`src/rtl/cfpd_pkg.sv`:
```
// Package for the CRC-16 framed packet decoder.
// Holds frame codes, parser phase codes, the result type and the CRC step.
// No dependencies.
`default_nettype none

package cfpd_pkg;

  localparam logic [7:0] SYNC_BYTE       = 8'h5A;
  localparam logic [7:0] TYPE_DATA       = 8'hA5;
  localparam logic [7:0] TYPE_PING       = 8'hA6;
  localparam logic [7:0] TYPE_PING_REPLY = 8'hA7;

  localparam logic [15:0] CRC_POLY       = 16'h1021;
  localparam int unsigned PING_REPLY_LEN = 8;

  localparam int unsigned PHASE_W = 3;
  localparam logic [PHASE_W-1:0] PH_IDLE   = 3'd0;
  localparam logic [PHASE_W-1:0] PH_TYPE   = 3'd1;
  localparam logic [PHASE_W-1:0] PH_LEN_LO = 3'd2;
  localparam logic [PHASE_W-1:0] PH_LEN_HI = 3'd3;
  localparam logic [PHASE_W-1:0] PH_CRC_LO = 3'd4;
  localparam logic [PHASE_W-1:0] PH_CRC_HI = 3'd5;
  localparam logic [PHASE_W-1:0] PH_BODY   = 3'd6;

  localparam logic [1:0] KIND_DATA       = 2'd0;
  localparam logic [1:0] KIND_PING       = 2'd1;
  localparam logic [1:0] KIND_PING_REPLY = 2'd2;

  localparam logic [1:0] ST_BUSY     = 2'd0;
  localparam logic [1:0] ST_OK       = 2'd1;
  localparam logic [1:0] ST_BAD_CRC  = 2'd2;
  localparam logic [1:0] ST_OVERFLOW = 2'd3;

  typedef struct packed {
    logic [7:0] payload_byte;
    logic [7:0] byte_index;
    logic [1:0] frame_kind;
    logic       frame_end;
    logic [1:0] frame_status;
  } result_t;

  // CRC-16, MSB first, one byte per call
  function automatic logic [15:0] crc16_byte(input logic [15:0] crc, input logic [7:0] b);
    logic [15:0] c;
    c = crc ^ {b, 8'h00};
    for (int k = 0; k < 8; k++) begin
      c = c[15] ? ({c[14:0], 1'b0} ^ CRC_POLY) : {c[14:0], 1'b0};
    end
    return c;
  endfunction

  localparam logic [15:0] CRC_HDR_INIT = crc16_byte(crc16_byte(16'h0000, SYNC_BYTE), TYPE_DATA);

endpackage

`default_nettype wire

```
`src/rtl/cfpd_in_if.sv`:
```
// Input channel of the framed packet decoder: one received serial byte per transaction.
// No dependencies.
`default_nettype none

interface cfpd_in_if;
  logic       valid;
  logic       ready;
  logic [7:0] rx_byte;

  modport source (output valid, output rx_byte, input ready);
  modport sink (input valid, input rx_byte, output ready);
endinterface

`default_nettype wire

```
`src/rtl/cfpd_out_if.sv`:
```
// Result channel of the framed packet decoder: one payload or ping result per transaction.
// No dependencies.
`default_nettype none

interface cfpd_out_if;
  logic       valid;
  logic       ready;
  logic [7:0] payload_byte;
  logic [7:0] byte_index;
  logic [1:0] frame_kind;
  logic       frame_end;
  logic [1:0] frame_status;

  modport source (output valid, output payload_byte, output byte_index, output frame_kind,
                  output frame_end, output frame_status, input ready);
  modport sink (input valid, input payload_byte, input byte_index, input frame_kind,
                input frame_end, input frame_status, output ready);
endinterface

`default_nettype wire

```
`src/rtl/crc16_framed_packet_decoder_unit.sv`:
```
// Throughput: one byte per cycle while out_res is not stalled.
// Input register, then parser step and CRC-16 byte update into the result register.
// Reset (rst_n low, synchronous): parser hunts sync, counters, CRC and valids cleared.
// Depends on cfpd_pkg, cfpd_in_if and cfpd_out_if.
`default_nettype none

module crc16_framed_packet_decoder_unit #(
  parameter int unsigned MAX_PAYLOAD = 256
) (
  input  wire logic   clk,
  input  wire logic   rst_n,
  cfpd_in_if.sink     in_rx,
  cfpd_out_if.source  out_res
);

  localparam int unsigned CNT_W = $clog2(MAX_PAYLOAD + 1);

  logic                        s1_valid_r;
  logic [7:0]                  s1_byte_r;
  logic                        s1_adv;
  logic                        s1_fire;

  logic [cfpd_pkg::PHASE_W-1:0] phase_r, phase_nxt;
  logic                         is_data_r, is_data_nxt;
  logic [15:0]                  len_r, len_nxt;
  logic [15:0]                  rx_crc_r, rx_crc_nxt;
  logic [15:0]                  crc_r, crc_nxt;
  logic [CNT_W-1:0]             count_r, count_nxt;
  logic [CNT_W-1:0]             count_inc;
  logic [15:0]                  crc_step;

  logic                         emit;
  cfpd_pkg::result_t            res;
  logic                         out_valid_r;
  cfpd_pkg::result_t            out_r;

  assign s1_adv      = !out_valid_r || out_res.ready || !emit;
  assign s1_fire     = s1_valid_r && s1_adv;
  assign in_rx.ready = !s1_valid_r || s1_adv;

  assign count_inc = count_r + CNT_W'(1);
  assign crc_step  = cfpd_pkg::crc16_byte(crc_r, s1_byte_r);

  always_comb begin
    phase_nxt   = phase_r;
    is_data_nxt = is_data_r;
    len_nxt     = len_r;
    rx_crc_nxt  = rx_crc_r;
    crc_nxt     = crc_r;
    count_nxt   = count_r;
    emit        = 1'b0;
    res         = '0;
    unique case (phase_r)
      cfpd_pkg::PH_TYPE: begin
        is_data_nxt = (s1_byte_r == cfpd_pkg::TYPE_DATA);
        if (s1_byte_r == cfpd_pkg::TYPE_DATA) begin
          crc_nxt   = cfpd_pkg::CRC_HDR_INIT;
          phase_nxt = cfpd_pkg::PH_LEN_LO;
        end else if (s1_byte_r == cfpd_pkg::TYPE_PING) begin
          phase_nxt        = cfpd_pkg::PH_IDLE;
          emit             = 1'b1;
          res.frame_kind   = cfpd_pkg::KIND_PING;
          res.frame_end    = 1'b1;
          res.frame_status = cfpd_pkg::ST_OK;
        end else if (s1_byte_r == cfpd_pkg::TYPE_PING_REPLY) begin
          count_nxt = '0;
          phase_nxt = cfpd_pkg::PH_BODY;
        end
      end
      cfpd_pkg::PH_LEN_LO: begin
        len_nxt[7:0] = s1_byte_r;
        crc_nxt      = crc_step;
        phase_nxt    = cfpd_pkg::PH_LEN_HI;
      end
      cfpd_pkg::PH_LEN_HI: begin
        len_nxt[15:8] = s1_byte_r;
        crc_nxt       = crc_step;
        phase_nxt     = cfpd_pkg::PH_CRC_LO;
      end
      cfpd_pkg::PH_CRC_LO: begin
        rx_crc_nxt[7:0] = s1_byte_r;
        phase_nxt       = cfpd_pkg::PH_CRC_HI;
      end
      cfpd_pkg::PH_CRC_HI: begin
        rx_crc_nxt[15:8] = s1_byte_r;
        count_nxt        = '0;
        phase_nxt        = cfpd_pkg::PH_BODY;
      end
      cfpd_pkg::PH_BODY: begin
        emit             = 1'b1;
        count_nxt        = count_inc;
        res.payload_byte = s1_byte_r;
        res.byte_index   = 8'(count_r);
        res.frame_kind   = is_data_r ? cfpd_pkg::KIND_DATA : cfpd_pkg::KIND_PING_REPLY;
        res.frame_status = cfpd_pkg::ST_BUSY;
        if (is_data_r) begin
          crc_nxt = crc_step;
        end
        if (!is_data_r && (count_inc >= CNT_W'(cfpd_pkg::PING_REPLY_LEN))) begin
          res.frame_end    = 1'b1;
          res.frame_status = cfpd_pkg::ST_OK;
        end
        if (count_inc >= CNT_W'(MAX_PAYLOAD)) begin
          res.frame_end    = 1'b1;
          res.frame_status = cfpd_pkg::ST_OVERFLOW;
        end else if (is_data_r && (16'(count_inc) >= len_r)) begin
          res.frame_end    = 1'b1;
          res.frame_status = (crc_step == rx_crc_r) ? cfpd_pkg::ST_OK : cfpd_pkg::ST_BAD_CRC;
        end
        if (res.frame_end) begin
          phase_nxt = cfpd_pkg::PH_IDLE;
          count_nxt = '0;
        end
      end
      default: begin
        phase_nxt = (s1_byte_r == cfpd_pkg::SYNC_BYTE) ? cfpd_pkg::PH_TYPE : cfpd_pkg::PH_IDLE;
      end
    endcase
  end

  always_ff @(posedge clk) begin
    if (!rst_n) begin
      s1_valid_r  <= 1'b0;
      out_valid_r <= 1'b0;
      phase_r     <= cfpd_pkg::PH_IDLE;
      is_data_r   <= 1'b0;
      len_r       <= '0;
      rx_crc_r    <= '0;
      crc_r       <= '0;
      count_r     <= '0;
    end else begin
      if (in_rx.ready) begin
        s1_valid_r <= in_rx.valid;
      end
      if (s1_fire) begin
        phase_r   <= phase_nxt;
        is_data_r <= is_data_nxt;
        len_r     <= len_nxt;
        rx_crc_r  <= rx_crc_nxt;
        crc_r     <= crc_nxt;
        count_r   <= count_nxt;
      end
      if (s1_fire && emit) begin
        out_valid_r <= 1'b1;
      end else if (out_res.ready) begin
        out_valid_r <= 1'b0;
      end
    end
  end

  always_ff @(posedge clk) begin
    if (in_rx.ready && in_rx.valid) begin
      s1_byte_r <= in_rx.rx_byte;
    end
    if (s1_fire && emit) begin
      out_r <= res;
    end
  end

  assign out_res.valid        = out_valid_r;
  assign out_res.payload_byte = out_r.payload_byte;
  assign out_res.byte_index   = out_r.byte_index;
  assign out_res.frame_kind   = out_r.frame_kind;
  assign out_res.frame_end    = out_r.frame_end;
  assign out_res.frame_status = out_r.frame_status;

`ifndef SYNTHESIS
  a_status_only_at_end: assert property (@(posedge clk) disable iff (!rst_n)
    (out_valid_r && !out_r.frame_end) |-> (out_r.frame_status == cfpd_pkg::ST_BUSY))
    else $error("status set on a result that does not end a frame");

  a_ping_shape: assert property (@(posedge clk) disable iff (!rst_n)
    (out_valid_r && (out_r.frame_kind == cfpd_pkg::KIND_PING)) |->
    (out_r.frame_end && (out_r.frame_status == cfpd_pkg::ST_OK) && (out_r.byte_index == 8'd0)))
    else $error("malformed ping result");

  a_end_to_idle: assert property (@(posedge clk) disable iff (!rst_n)
    (s1_fire && emit && res.frame_end) |=> (phase_r == cfpd_pkg::PH_IDLE && count_r == '0))
    else $error("parser did not return to sync hunt after frame end");

  a_count_bound: assert property (@(posedge clk) disable iff (!rst_n)
    count_r < CNT_W'(MAX_PAYLOAD))
    else $error("byte count reached capacity without abort");
`endif

endmodule

`default_nettype wire
```
`src/flat_wrapper.sv`:
```
// flat-port wrapper written by rule: the top's interface ports become plain ports
module crc16_framed_packet_decoder_unit_flat 
#(
  parameter int unsigned MAX_PAYLOAD = 256
)
  (clk, rst_n, in_rx_valid, in_rx_rx_byte, in_rx_ready, out_res_valid, out_res_payload_byte, out_res_byte_index, out_res_frame_kind, out_res_frame_end, out_res_frame_status, out_res_ready);
  cfpd_in_if in_rx_i ();
  cfpd_out_if out_res_i ();
  input  wire logic clk;
  input  wire logic rst_n;
  input wire logic [$bits(in_rx_i.valid)-1:0] in_rx_valid;
  input wire logic [$bits(in_rx_i.rx_byte)-1:0] in_rx_rx_byte;
  output wire logic [$bits(in_rx_i.ready)-1:0] in_rx_ready;
  output wire logic [$bits(out_res_i.valid)-1:0] out_res_valid;
  output wire logic [$bits(out_res_i.payload_byte)-1:0] out_res_payload_byte;
  output wire logic [$bits(out_res_i.byte_index)-1:0] out_res_byte_index;
  output wire logic [$bits(out_res_i.frame_kind)-1:0] out_res_frame_kind;
  output wire logic [$bits(out_res_i.frame_end)-1:0] out_res_frame_end;
  output wire logic [$bits(out_res_i.frame_status)-1:0] out_res_frame_status;
  input wire logic [$bits(out_res_i.ready)-1:0] out_res_ready;
  assign in_rx_i.valid = in_rx_valid;
  assign in_rx_i.rx_byte = in_rx_rx_byte;
  assign in_rx_ready = in_rx_i.ready;
  assign out_res_valid = out_res_i.valid;
  assign out_res_payload_byte = out_res_i.payload_byte;
  assign out_res_byte_index = out_res_i.byte_index;
  assign out_res_frame_kind = out_res_i.frame_kind;
  assign out_res_frame_end = out_res_i.frame_end;
  assign out_res_frame_status = out_res_i.frame_status;
  assign out_res_i.ready = out_res_ready;
  crc16_framed_packet_decoder_unit #(.MAX_PAYLOAD(MAX_PAYLOAD)) u_core (.clk(clk), .rst_n(rst_n), .in_rx(in_rx_i), .out_res(out_res_i));
endmodule
```
`config.mk`:
```
export PLATFORM = sky130hd
export DESIGN_NAME = crc16_framed_packet_decoder_unit_flat
export DESIGN_NICKNAME = d
export VERILOG_FILES = /design/src/rtl/cfpd_pkg.sv /design/src/rtl/cfpd_in_if.sv /design/src/rtl/cfpd_out_if.sv /design/src/rtl/crc16_framed_packet_decoder_unit.sv /design/src/flat_wrapper.sv
export SDC_FILE = /design/constraint.sdc
export NUM_CORES = 1
export LEC_CHECK = 0
export BUFFER_PORTS_ARGS = -buffer_cell sky130_fd_sc_hd__buf_4
export CELL_PAD_IN_SITES_DETAIL_PLACEMENT = 1
export CELL_PAD_IN_SITES_GLOBAL_PLACEMENT = 2
export CORE_ASPECT_RATIO = 1.2
export CORE_UTILIZATION = 38
export CTS_CLUSTER_DIAMETER = 200
export DETAILED_ROUTE_END_ITERATION = 16
export GPL_TIMING_DRIVEN = 0
export PLACE_DENSITY_LB_ADDON = 0.1
export SLEW_MARGIN = 30
export SYNTH_ARGS = -nofsm -noshare
export SYNTH_HDL_FRONTEND = slang
export SYNTH_SLANG_ARGS = --single-unit
```
`constraint.sdc`:
```
create_clock -name clk -period 3.46 [get_ports clk]
set_clock_uncertainty 0.05 [all_clocks]
set_input_delay 0.346 -clock clk [delete_from_list [all_inputs] [get_ports clk]]
set_output_delay 0.346 -clock clk [all_outputs]
set_load 0.05 [all_outputs]
```
==> impl_metrics.toml, run 1 <==
[worst_setup_path]
r2r_setup_slack_ns = 0.25
worstReg2RegEnd = "u_core.out_res.frame_end$_DFFE_PP_"
end_kind = "flop"
r2r_cells = 11
worstPathMaxFanout = 8
timing.rr.start = "u_core.count_r[0]$_SDFFE_PN0P_"
crit_required_ns = 3.47
startpoint_type = "flop"
crit_type = "reg2reg"
worstPathArrival_ns = 3.22

[route]
finalWirelength_um = 13200
drtIter0Drc = 124
firstDrtPassIters = 4
vias = 3715
wire_per_inst_um = 18.5
drc = 0
drtAntennaViolNets = 0
vias_per_cell = 5.21

[yosys]
synth_seq_cells = 92
ys_types = 72
seq_area_frac_synth_pct = 44.7
synthArstFlopShare_pct = 0
synthesis.instances = 502
avgSynthCellArea_um2 = 9.50
ys_warn_count = 0
synth_ff_type = "dfxtp_1"
synth_edf_count = 29
synthesis.area_um2 = 4770
synth_nets = 523

[sta]
fin_setup_tns_ns = 0
hold_viol = 0
slew_viol_final = 0
slew-limit-headroom_pct = 48.5
worst_slack_ns = 0.250
worstMarginPinSlew_ns = 0.772
min_period_ns = 3.21
grt_setup_unrepaired = "no"
setup_viol = 0
fin_crit_sh_pct = 92.8
maxClockFrequency_mhz = 312

[clocking]
clock_sinks = 92
clk_path_buf_depth = 2
root_buffer = "clkbuf_16"
cts_tree = "built"
clk_pin_slew_ns = 0.07
clock_latency_ns = 0.34
htreeDepth = 3
cts_resized = 0
cts_inserted_buffers = 9

[grt]
grt_pass1_vias = 3985
grt_start_max_net_pins = 17
overflow = 0
grt_antenna_before_repair = 0
grt_pass1_wl_um = 21600
grt_usage_pct = 21.7

[hold_path]
min_from = "in_rx_rx_byte[1]"
hold_end = "u_core.s1_byte_r[1]$_DFFE_PP_"
whs_path_depth = 1
min_path_type = "in2reg"

[floorplanning]
pin_count = 35
core_area_um2 = 12200
die_h_um = 125
dieWidth_um = 104
row_count = 44
die_area_um2 = 13000
start_util_pct = 39.2

[cells_and_area]
diodes = 0
final_core_util_pct = 45.7
fin_area_um2 = 5560
drive_gt1_share_pct = 15.4
fin_nets = 568
syn_to_final_growth_pct = 16.6

[power]
ir_drop_v = 0.000195
finalPower_mw = 2.42
power_density_nw_per_um2 = 435
p_leak_nw = 1.89

[place]
dp_hpwl_um = 9640
dp_slack_ns = 0.146
io_buffers = 34
place_congestion = 0.825
placed_cell_area_um2 = 5240

[run_status]
run_status = "completed"

[run]
drv_cap = 0
Yosys cell counts, drive strengths merged, types with 10 or more instances:
library cell | n | area share (%)
a21oi | 36 | 3.9
nand3 | 18 | 1.9
o21ai | 13 | 1.6
mux2i | 16 | 3.4
inv | 13 | 1.0
xnor2 | 29 | 6.8
edfxtp | 29 | 18
nand2 | 66 | 5.2
nor2b | 10 | 1.3
and2 | 20 | 2.7
nor2 | 44 | 3.5
clkbuf | 23 | 1.8
dfxtp | 63 | 26
worst max-delay path by stage:
| stage | from | to | cells after the start |
|---|---|---|---|
| final | u_core.count_r[0]$_SDFFE_PN0P_ | u_core.out_res.frame_end$_DFFE_PP_ | 11 |
| after global placement | u_core.s1_byte_r[3]$_DFFE_PP_ | u_core.out_res.byte_index[1]$_SDFFCE_PN0P_ | 5 |
| after floorplan | u_core.count_r[3]$_SDFFE_PN0P_ | u_core.count_r[7]$_SDFFE_PN0P_ | 12 |
| after detailed placement | u_core.count_r[0]$_SDFFE_PN0P_ | u_core.count_r[6]$_SDFFE_PN0P_ | 12 |
| after global routing | u_core.count_r[0]$_SDFFE_PN0P_ | u_core.out_res.frame_end$_DFFE_PP_ | 11 |
| after CTS | u_core.count_r[0]$_SDFFE_PN0P_ | u_core.count_r[6]$_SDFFE_PN0P_ | 12 |
kinds of logic (layout without fill, tap and decap cells):
group                    Yosys count  in the layout  synth area share [%]
flip-flops                        92             92                  44.7
adder cells (fa/ha/maj)           10             10                  2.60
AO/OA/AOI/OAI                     91             91                  12.6
XOR/XNOR                          42             42                  10.9
buffers and inverters             45             95                  4.15
multiplexers                      17             17                  3.59
AND/OR/NAND/NOR                  205            205                  21.4
sequential cells by signal, indices dropped and copies added (netlist names):
name and count:
u_core.is_data_r 1, u_core.out_res.frame_status 2, u_core.len_r 16, u_core.out_res.payload_byte 8, u_core.out_res.frame_end 1, u_core.out_res.frame_kind 2, u_core.out_res.byte_index 8, u_core.out_res.valid 1
u_core.phase_r 3, u_core.s1_valid_r 1, u_core.rx_crc_r 16, u_core.crc_r 16, u_core.count_r 9, u_core.s1_byte_r 8
layout make-up:
class | instances | area, um2
Inverter | 13 | 48.8
Buffer | 31 | 145
Timing Repair Buffer | 35 | 267
Tap cell | 161 | 201
Clock inverter | 6 | 93.8
Clock buffer | 10 | 229
Fill cell | 1413 | 6610
Multi-Input combinational cell | 365 | 2440
Sequential cell | 92 | 2130
metrics by stage:
step                cells  hold slack, ns
floorplan             502           0.381
global placement      697           0.387
detailed placement    698           0.393
CTS                   714           0.118
global route          713           0.114
finish                713           0.126
critical path, cell delays in order, from the launching register on:
cell and delay [ns]:
dfxtp_1 0.50, ha_1 0.30, nand3_1 0.20, o21a_1 0.26
or2_2 0.34, ha_1 0.30, a21oi_1 0.26, nand2_1 0.13
nand3_1 0.12, a21oi_2 0.07, nor2_1 0.26, o21ai_0 0.15
metal layers:
layer / up-vias / global-route usage (%) / wire length (um) / part of all wire (%)
met5: - / 0 / 0 / 0
met4: 0 / 6.72 / 272 / 2.1
met3: 19 / 3.04 / 204 / 1.6
met2: 32 / 40.6 / 7000 / 53
met1: 1825 / 25.1 / 5680 / 43
li1: 1839 / - / - / -
layout by cell type, fill, tap and decap left out, types with 18 or more instances in the layout:
master	count
buf_4	36
clkbuf_1	22
nand2_1	65
dfxtp_1	63
a21oi_1	35
nor2_1	42
xnor2_1	24
nand3_1	18
edfxtp_1	29
and2_1	18
power breakdown:
group,switching [mW],internal [mW],total [mW]
clock network,0.439,0.642,1.08
logic,0.124,0.0867,0.211
registers,0.00755,1.12,1.13
what timing repair did:
action                     in CTS  in global routing
hold buffers                    0                  0
setup endpoints to repair       0                  8
setup buffers                   0                  0
Power figures use the tool's default switching activity.
==> run 2: changes to the inputs <==
--- a/config.mk
+++ b/config.mk
@@ -9,7 +9,8 @@
 export CELL_PAD_IN_SITES_DETAIL_PLACEMENT = 1
 export CELL_PAD_IN_SITES_GLOBAL_PLACEMENT = 2
 export CORE_ASPECT_RATIO = 1.2
-export CORE_UTILIZATION = 38
+export CORE_UTILIZATION = 40
+export CTS_BUF_LIST = sky130_fd_sc_hd__clkbuf_4 sky130_fd_sc_hd__clkbuf_8
 export CTS_CLUSTER_DIAMETER = 200
 export DETAILED_ROUTE_END_ITERATION = 16
 export GPL_TIMING_DRIVEN = 0
==> run 2 against run 1 <==
Sequential cell count unchanged. First-iteration DRC count down 6.5%. Sequential share of layout area increased by 0.79 points. Worst setup slack improved by 0.084 ns. Critical path type unchanged. Critical endpoint is now u_core.count_r[6]$_SDFFE_PN0P_. Largest power group unchanged.
==> impl_metrics.toml, run 2 (same netlist as run 1, synthesis figures left out) <==
[run_status]
run_status = "completed"

[worst_setup_path]
worstPathArrival_ns = 3.37
end_kind = "flop"
cp.buffers_inverters = 0
slowest_stage = "dfxtp_1"
critPathMaxStageDelay_ns = 0.49
timing.rr.start = "u_core.count_r[0]$_SDFFE_PN0P_"
cp_cell_sequence = "ha_1 > nand3_1 > o21a_1 > or2_2 > ha_1 > a21oi_1 > nand2_1 > nand3_1 > a21o_1 > nand4b_1 > a31oi_1"
critPathTopFamily = "compound AO/OA/AOI/OAI gates"
r2r_setup_slack_ns = 0.33
r2r_cells = 11
worstReg2RegEnd = "u_core.count_r[6]$_SDFFE_PN0P_"
worstPathMaxFanout = 9
crit_required_ns = 3.70
crit_type = "reg2reg"
startpoint_type = "flop"

[sta]
fin_setup_tns_ns = 0
grt_setup_unrepaired = "no"
slew_viol_final = 0
fin_crit_sh_pct = 90.3
hold_viol = 0
min_period_ns = 3.13
setup_viol = 0
slew-limit-headroom_pct = 48.1
maxClockFrequency_mhz = 320
worstMarginPinSlew_ns = 0.776
worst_slack_ns = 0.335

[floorplanning]
dieWidth_um = 102
die_area_um2 = 12400
core_area_um2 = 11600
die_h_um = 122
pin_count = 35
row_count = 43
start_util_pct = 41.2

[cells_and_area]
drive_gt1_share_pct = 15.4
final_core_util_pct = 47.1
fin_area_um2 = 5450
fillers = 1355
mostFrequentLayoutCell = "nand2_1"
layout_common_cells = "nand2_1, dfxtp_1, nor2_1"
top_regs = "u_core.crc_r (16), u_core.len_r (16), u_core.rx_crc_r (16)"
diodes = 0
fin_nets = 568
syn_to_final_growth_pct = 14.2

[route]
drtIter0Drc = 116
vias = 3687
drc = 0
vias_per_cell = 5.20
drtAntennaViolNets = 0
firstDrtPassIters = 4
wire_per_inst_um = 18.2
finalWirelength_um = 12900

[clocking]
cts_inserted_buffers = 9
htreeDepth = 3
clk_pin_slew_ns = 0.09
clk_path_buf_depth = 2
root_buffer = "clkbuf_8"
cts_setup_buffers = 0
clock_latency_ns = 0.36
cts_tree = "built"
clock_sinks = 92

[grt]
grt_antenna_before_repair = 0
met3_usage_pct = 3.67
grt_usage_pct = 22.7
grt_pass1_vias = 3811
grt_busiest_layer = "met2"
use_met2_pct = 42.4
met1_usage_pct = 26.0
grt_start_max_net_pins = 16
grt_pass1_wl_um = 20500
overflow = 0

[power]
p_clk_share_pct = 37.2
pwr-share-seq_pct = 52.9
power_density_nw_per_um2 = 391
swShare_pct = 23.7
p_comb_share_pct = 9.9
ir_drop_v = 0.000213
p_int_mw = 1.63
p_leak_nw = 1.84
power.switching_mw = 0.504

[place]
io_buffers = 34
place_congestion = 0.811
dp_slack_ns = 0.176
dp_hpwl_um = 9510
placed_cell_area_um2 = 5230

[hold_path]
min_path_type = "in2reg"
min_from = "in_rx_rx_byte[4]"
whs_path_depth = 1
hold_end = "u_core.s1_byte_r[4]$_DFFE_PP_"

[run]
drv_cap = 0
==> run 2: cell count changes in the layout (fill, tap and decap cells not counted), sizes merged <==
cell    previous run  this run
clkbuf            32        33
clkinv             0         2
inv               16        13
==> run 2: worst max-delay path by stage <==
stage | startpoint | end | slack (ns) | depth (start not counted)
2_1_floorplan | u_core.count_r[3]$_SDFFE_PN0P_ | u_core.count_r[7]$_SDFFE_PN0P_ | 0.67 | 12
3_3_place_gp | u_core.count_r[0]$_SDFFE_PN0P_ | u_core.count_r[6]$_SDFFE_PN0P_ | 0.20 | 12
3_5_place_dp | u_core.count_r[0]$_SDFFE_PN0P_ | u_core.count_r[6]$_SDFFE_PN0P_ | 0.18 | 12
4_1_cts | u_core.count_r[0]$_SDFFE_PN0P_ | u_core.count_r[6]$_SDFFE_PN0P_ | 0.15 | 12
5_1_grt | u_core.count_r[0]$_SDFFE_PN0P_ | u_core.count_r[5]$_SDFFE_PN0P_ | 0.09 | 11
6_report | u_core.count_r[0]$_SDFFE_PN0P_ | u_core.count_r[6]$_SDFFE_PN0P_ | 0.33 | 11
==> run 2: final cells by class <==
| class | instances | area (um2) | area share, % |
|---|---|---|---|
| Buffer | 31 | 145 | 2.67 |
| Timing Repair Buffer | 35 | 267 | 4.89 |
| Clock inverter | 5 | 76.3 | 1.40 |
| Inverter | 13 | 48.8 | 0.896 |
| Tap cell | 157 | 196 | 3.61 |
| Clock buffer | 11 | 139 | 2.55 |
| Multi-Input combinational cell | 365 | 2440 | 44.8 |
| Sequential cell | 92 | 2130 | 39.2 |
==> run 2: timing repair <==
item	in CTS	in global routing
setup endpoints to repair	0	8
hold buffers	0	0
endpoints found under the hold margin	0	0
resized for setup	0	0
==> run 2: routing by layer <==
layer	up-vias	part of all wire [%]
li1	1825	-
met1	1807	42
met2	43	54
met3	12	2.2
met4	0	1.7
met5	-	0
==> run 2: power groups by stage <==
stage	sequential, mW	clock (mW)	combinational, mW
5_1_grt	1.13	0.862	0.226
3_3_place_gp	1.15	0	0.209
3_5_place_dp	1.15	0	0.212
6_report	1.13	0.793	0.210
4_1_cts	1.13	0.822	0.213
2_1_floorplan	1.15	0	0.148
==> run 2: metrics by stage <==
step | cells | power (mW) | hold slack [ns]
2_1_floorplan | 502 | 1.30 | 0.381
3_3_place_gp | 693 | 1.36 | 0.389
3_5_place_dp | 694 | 1.36 | 0.398
4_1_cts | 710 | 2.16 | 0.0836
5_1_grt | 709 | 2.22 | 0.0815
6_report | 709 | 2.13 | 0.106
==> run 3: changes to the inputs <==
--- a/config.mk
+++ b/config.mk
@@ -13,7 +13,6 @@
 export CTS_BUF_LIST = sky130_fd_sc_hd__clkbuf_4 sky130_fd_sc_hd__clkbuf_8
 export CTS_CLUSTER_DIAMETER = 200
 export DETAILED_ROUTE_END_ITERATION = 16
-export GPL_TIMING_DRIVEN = 0
 export PLACE_DENSITY_LB_ADDON = 0.1
 export SLEW_MARGIN = 30
 export SYNTH_ARGS = -nofsm -noshare
==> run 3 against run 2 <==
Combinational power down 12%. Count of clock-buffer cells in the layout down 1. Maximum frequency down 1.8%. Sequential share of layout area rose by 0.26 points. Hold slack worse by 0.0095 ns. Worst setup slack got worse by 0.058 ns. Total power is 4.5% higher. First-iteration DRC count grew 45%.
==> impl_metrics.toml, run 3 (same netlist as run 1, synthesis figures left out) <==
[run_status]
run_status = "completed"

[route]
wire_per_inst_um = 18.5
drc = 0
vias = 3633
finalWirelength_um = 12800
drtAntennaViolNets = 0
vias_per_cell = 5.28
firstDrtPassIters = 4
drtIter0Drc = 168

[cells_and_area]
fin_nets = 547
syn_to_final_growth_pct = 13.4
multi_input_comb_area_um2 = 2450
top_regs = "u_core.crc_r (16), u_core.len_r (16), u_core.rx_crc_r (16)"
diodes = 0
fillers = 1316
layout_common_cells = "nand2_1, dfxtp_1, buf_4"
drive_gt1_share_pct = 16.4
fin_area_um2 = 5410
seq_area_um2 = 2130
mostFrequentLayoutCell = "nand2_1"

[clocking]
cts_resized = 0
clock_sinks = 92
ctsHoldBuffers = 0
cts_tree = "built"
clk_pin_slew_ns = 0.09
root_buffer = "clkbuf_8"
htreeDepth = 3
clock_latency_ns = 0.37
cts_inserted_buffers = 9
cts_setup_buffers = 0
clk_path_buf_depth = 2

[sta]
fin_crit_sh_pct = 92.0
grt_setup_unrepaired = "no"
hold_viol = 0
min_period_ns = 3.18
maxClockFrequency_mhz = 314
setup_viol = 0
worstMarginPinSlew_ns = 0.686
fin_setup_tns_ns = 0
slew-limit-headroom_pct = 54.1
slew_viol_final = 0

[worst_setup_path]
crit_required_ns = 3.71
r2r_setup_slack_ns = 0.28
end_kind = "flop"
startpoint_type = "flop"
crit_type = "reg2reg"
worstPathArrival_ns = 3.43
timing.rr.start = "u_core.count_r[0]$_SDFFE_PN0P_"
r2r_cells = 11
worstPathMaxFanout = 9
worstReg2RegEnd = "u_core.count_r[6]$_SDFFE_PN0P_"

[floorplanning]
pin_count = 35
die_area_um2 = 12400
start_util_pct = 41.2
row_count = 43
dieWidth_um = 102
die_h_um = 122
core_area_um2 = 11600

[hold_path]
min_path_type = "in2reg"
hold_end = "u_core.s1_byte_r[2]$_DFFE_PP_"
whs_path_depth = 1
min_from = "in_rx_rx_byte[2]"

[place]
placed_cell_area_um2 = 5160
place_congestion = 0.836
dp_hpwl_um = 9440
io_buffers = 34

[power]
power_density_nw_per_um2 = 411
ir_drop_v = 0.000201
p_leak_nw = 1.83

[grt]
grt_pass1_vias = 3852
grt_pass1_wl_um = 20800
grt_usage_pct = 22.7
overflow = 0
grt_start_max_net_pins = 23
grt_antenna_before_repair = 0

[run]
drv_cap = 0
-- run 3: cell types whose count changed in the layout (fill, tap and decap cells not counted), sizes merged --
cell      before  now
buf           44   45
clkinv         2    0
clkbuf        33   10
clkinvlp       1    2
inv           13   14
bufinv         2    3
-- run 3: how the worst max path moves through the flow --
stage | to | slack (ns) | cells after the start | start
finish | u_core.count_r[6]$_SDFFE_PN0P_ | 0.28 | 11 | u_core.count_r[0]$_SDFFE_PN0P_
global route | u_core.count_r[6]$_SDFFE_PN0P_ | 0.03 | 11 | u_core.count_r[0]$_SDFFE_PN0P_
global placement | u_core.out_res.frame_status[1]$_DFFE_PP_ | 0.41 | 11 | u_core.count_r[1]$_SDFFE_PN0P_
floorplan | u_core.count_r[7]$_SDFFE_PN0P_ | 0.67 | 12 | u_core.count_r[3]$_SDFFE_PN0P_
CTS | u_core.count_r[6]$_SDFFE_PN0P_ | 0.27 | 11 | u_core.count_r[0]$_SDFFE_PN0P_
detailed placement | u_core.count_r[6]$_SDFFE_PN0P_ | 0.32 | 11 | u_core.count_r[1]$_SDFFE_PN0P_
-- run 3: area by class of cell --
class	instances	share of cell area (%)
Timing Repair Buffer	45	6.25
Clock inverter	6	2.06
Tap cell	157	3.63
Sequential cell	92	39.4
Multi-Input combinational cell	365	45.3
Inverter	13	0.902
Clock buffer	10	2.43
-- run 3: routing by layer --
metal,vias up,global-route usage [%],routed length (um)
met5,-,0,0
met4,0,10.4,408
met3,24,2.41,268
met2,52,42.2,6790
met1,1773,25.6,5280
li1,1784,-,-
-- run 3: stage by stage --
stage               util, %  worst slack, ns  total power, mW  cells  hold WS [ns]
floorplan                 -            0.671             1.30    502         0.381
CTS                    46.7            0.266             2.25    688        0.0802
detailed placement     44.6            0.319             1.36    672         0.394
global route           46.8           0.0308             2.30    688        0.0763
finish                 46.8            0.277             2.23    688        0.0969
global placement       44.6            0.407             1.36    672         0.389
-- run 3: power by group --
part	leakage [nW]	switching (mW)	internal [mW]	total, mW
logic	0.979	0.0964	0.0876	0.184
registers	0.736	0.0321	1.12	1.15
clock network	0.116	0.401	0.489	0.890
-- run 3: critical path, stage by stage (launching register included) --
cell and delay, ns:
dfxtp_1 0.46, ha_1 0.30, nand3_1 0.22, o21a_1 0.27
or2_2 0.34, ha_1 0.31, a21oi_1 0.29, nand2_1 0.13
nand3_1 0.11, a21o_1 0.30, nand4b_1 0.15, a31oi_1 0.18
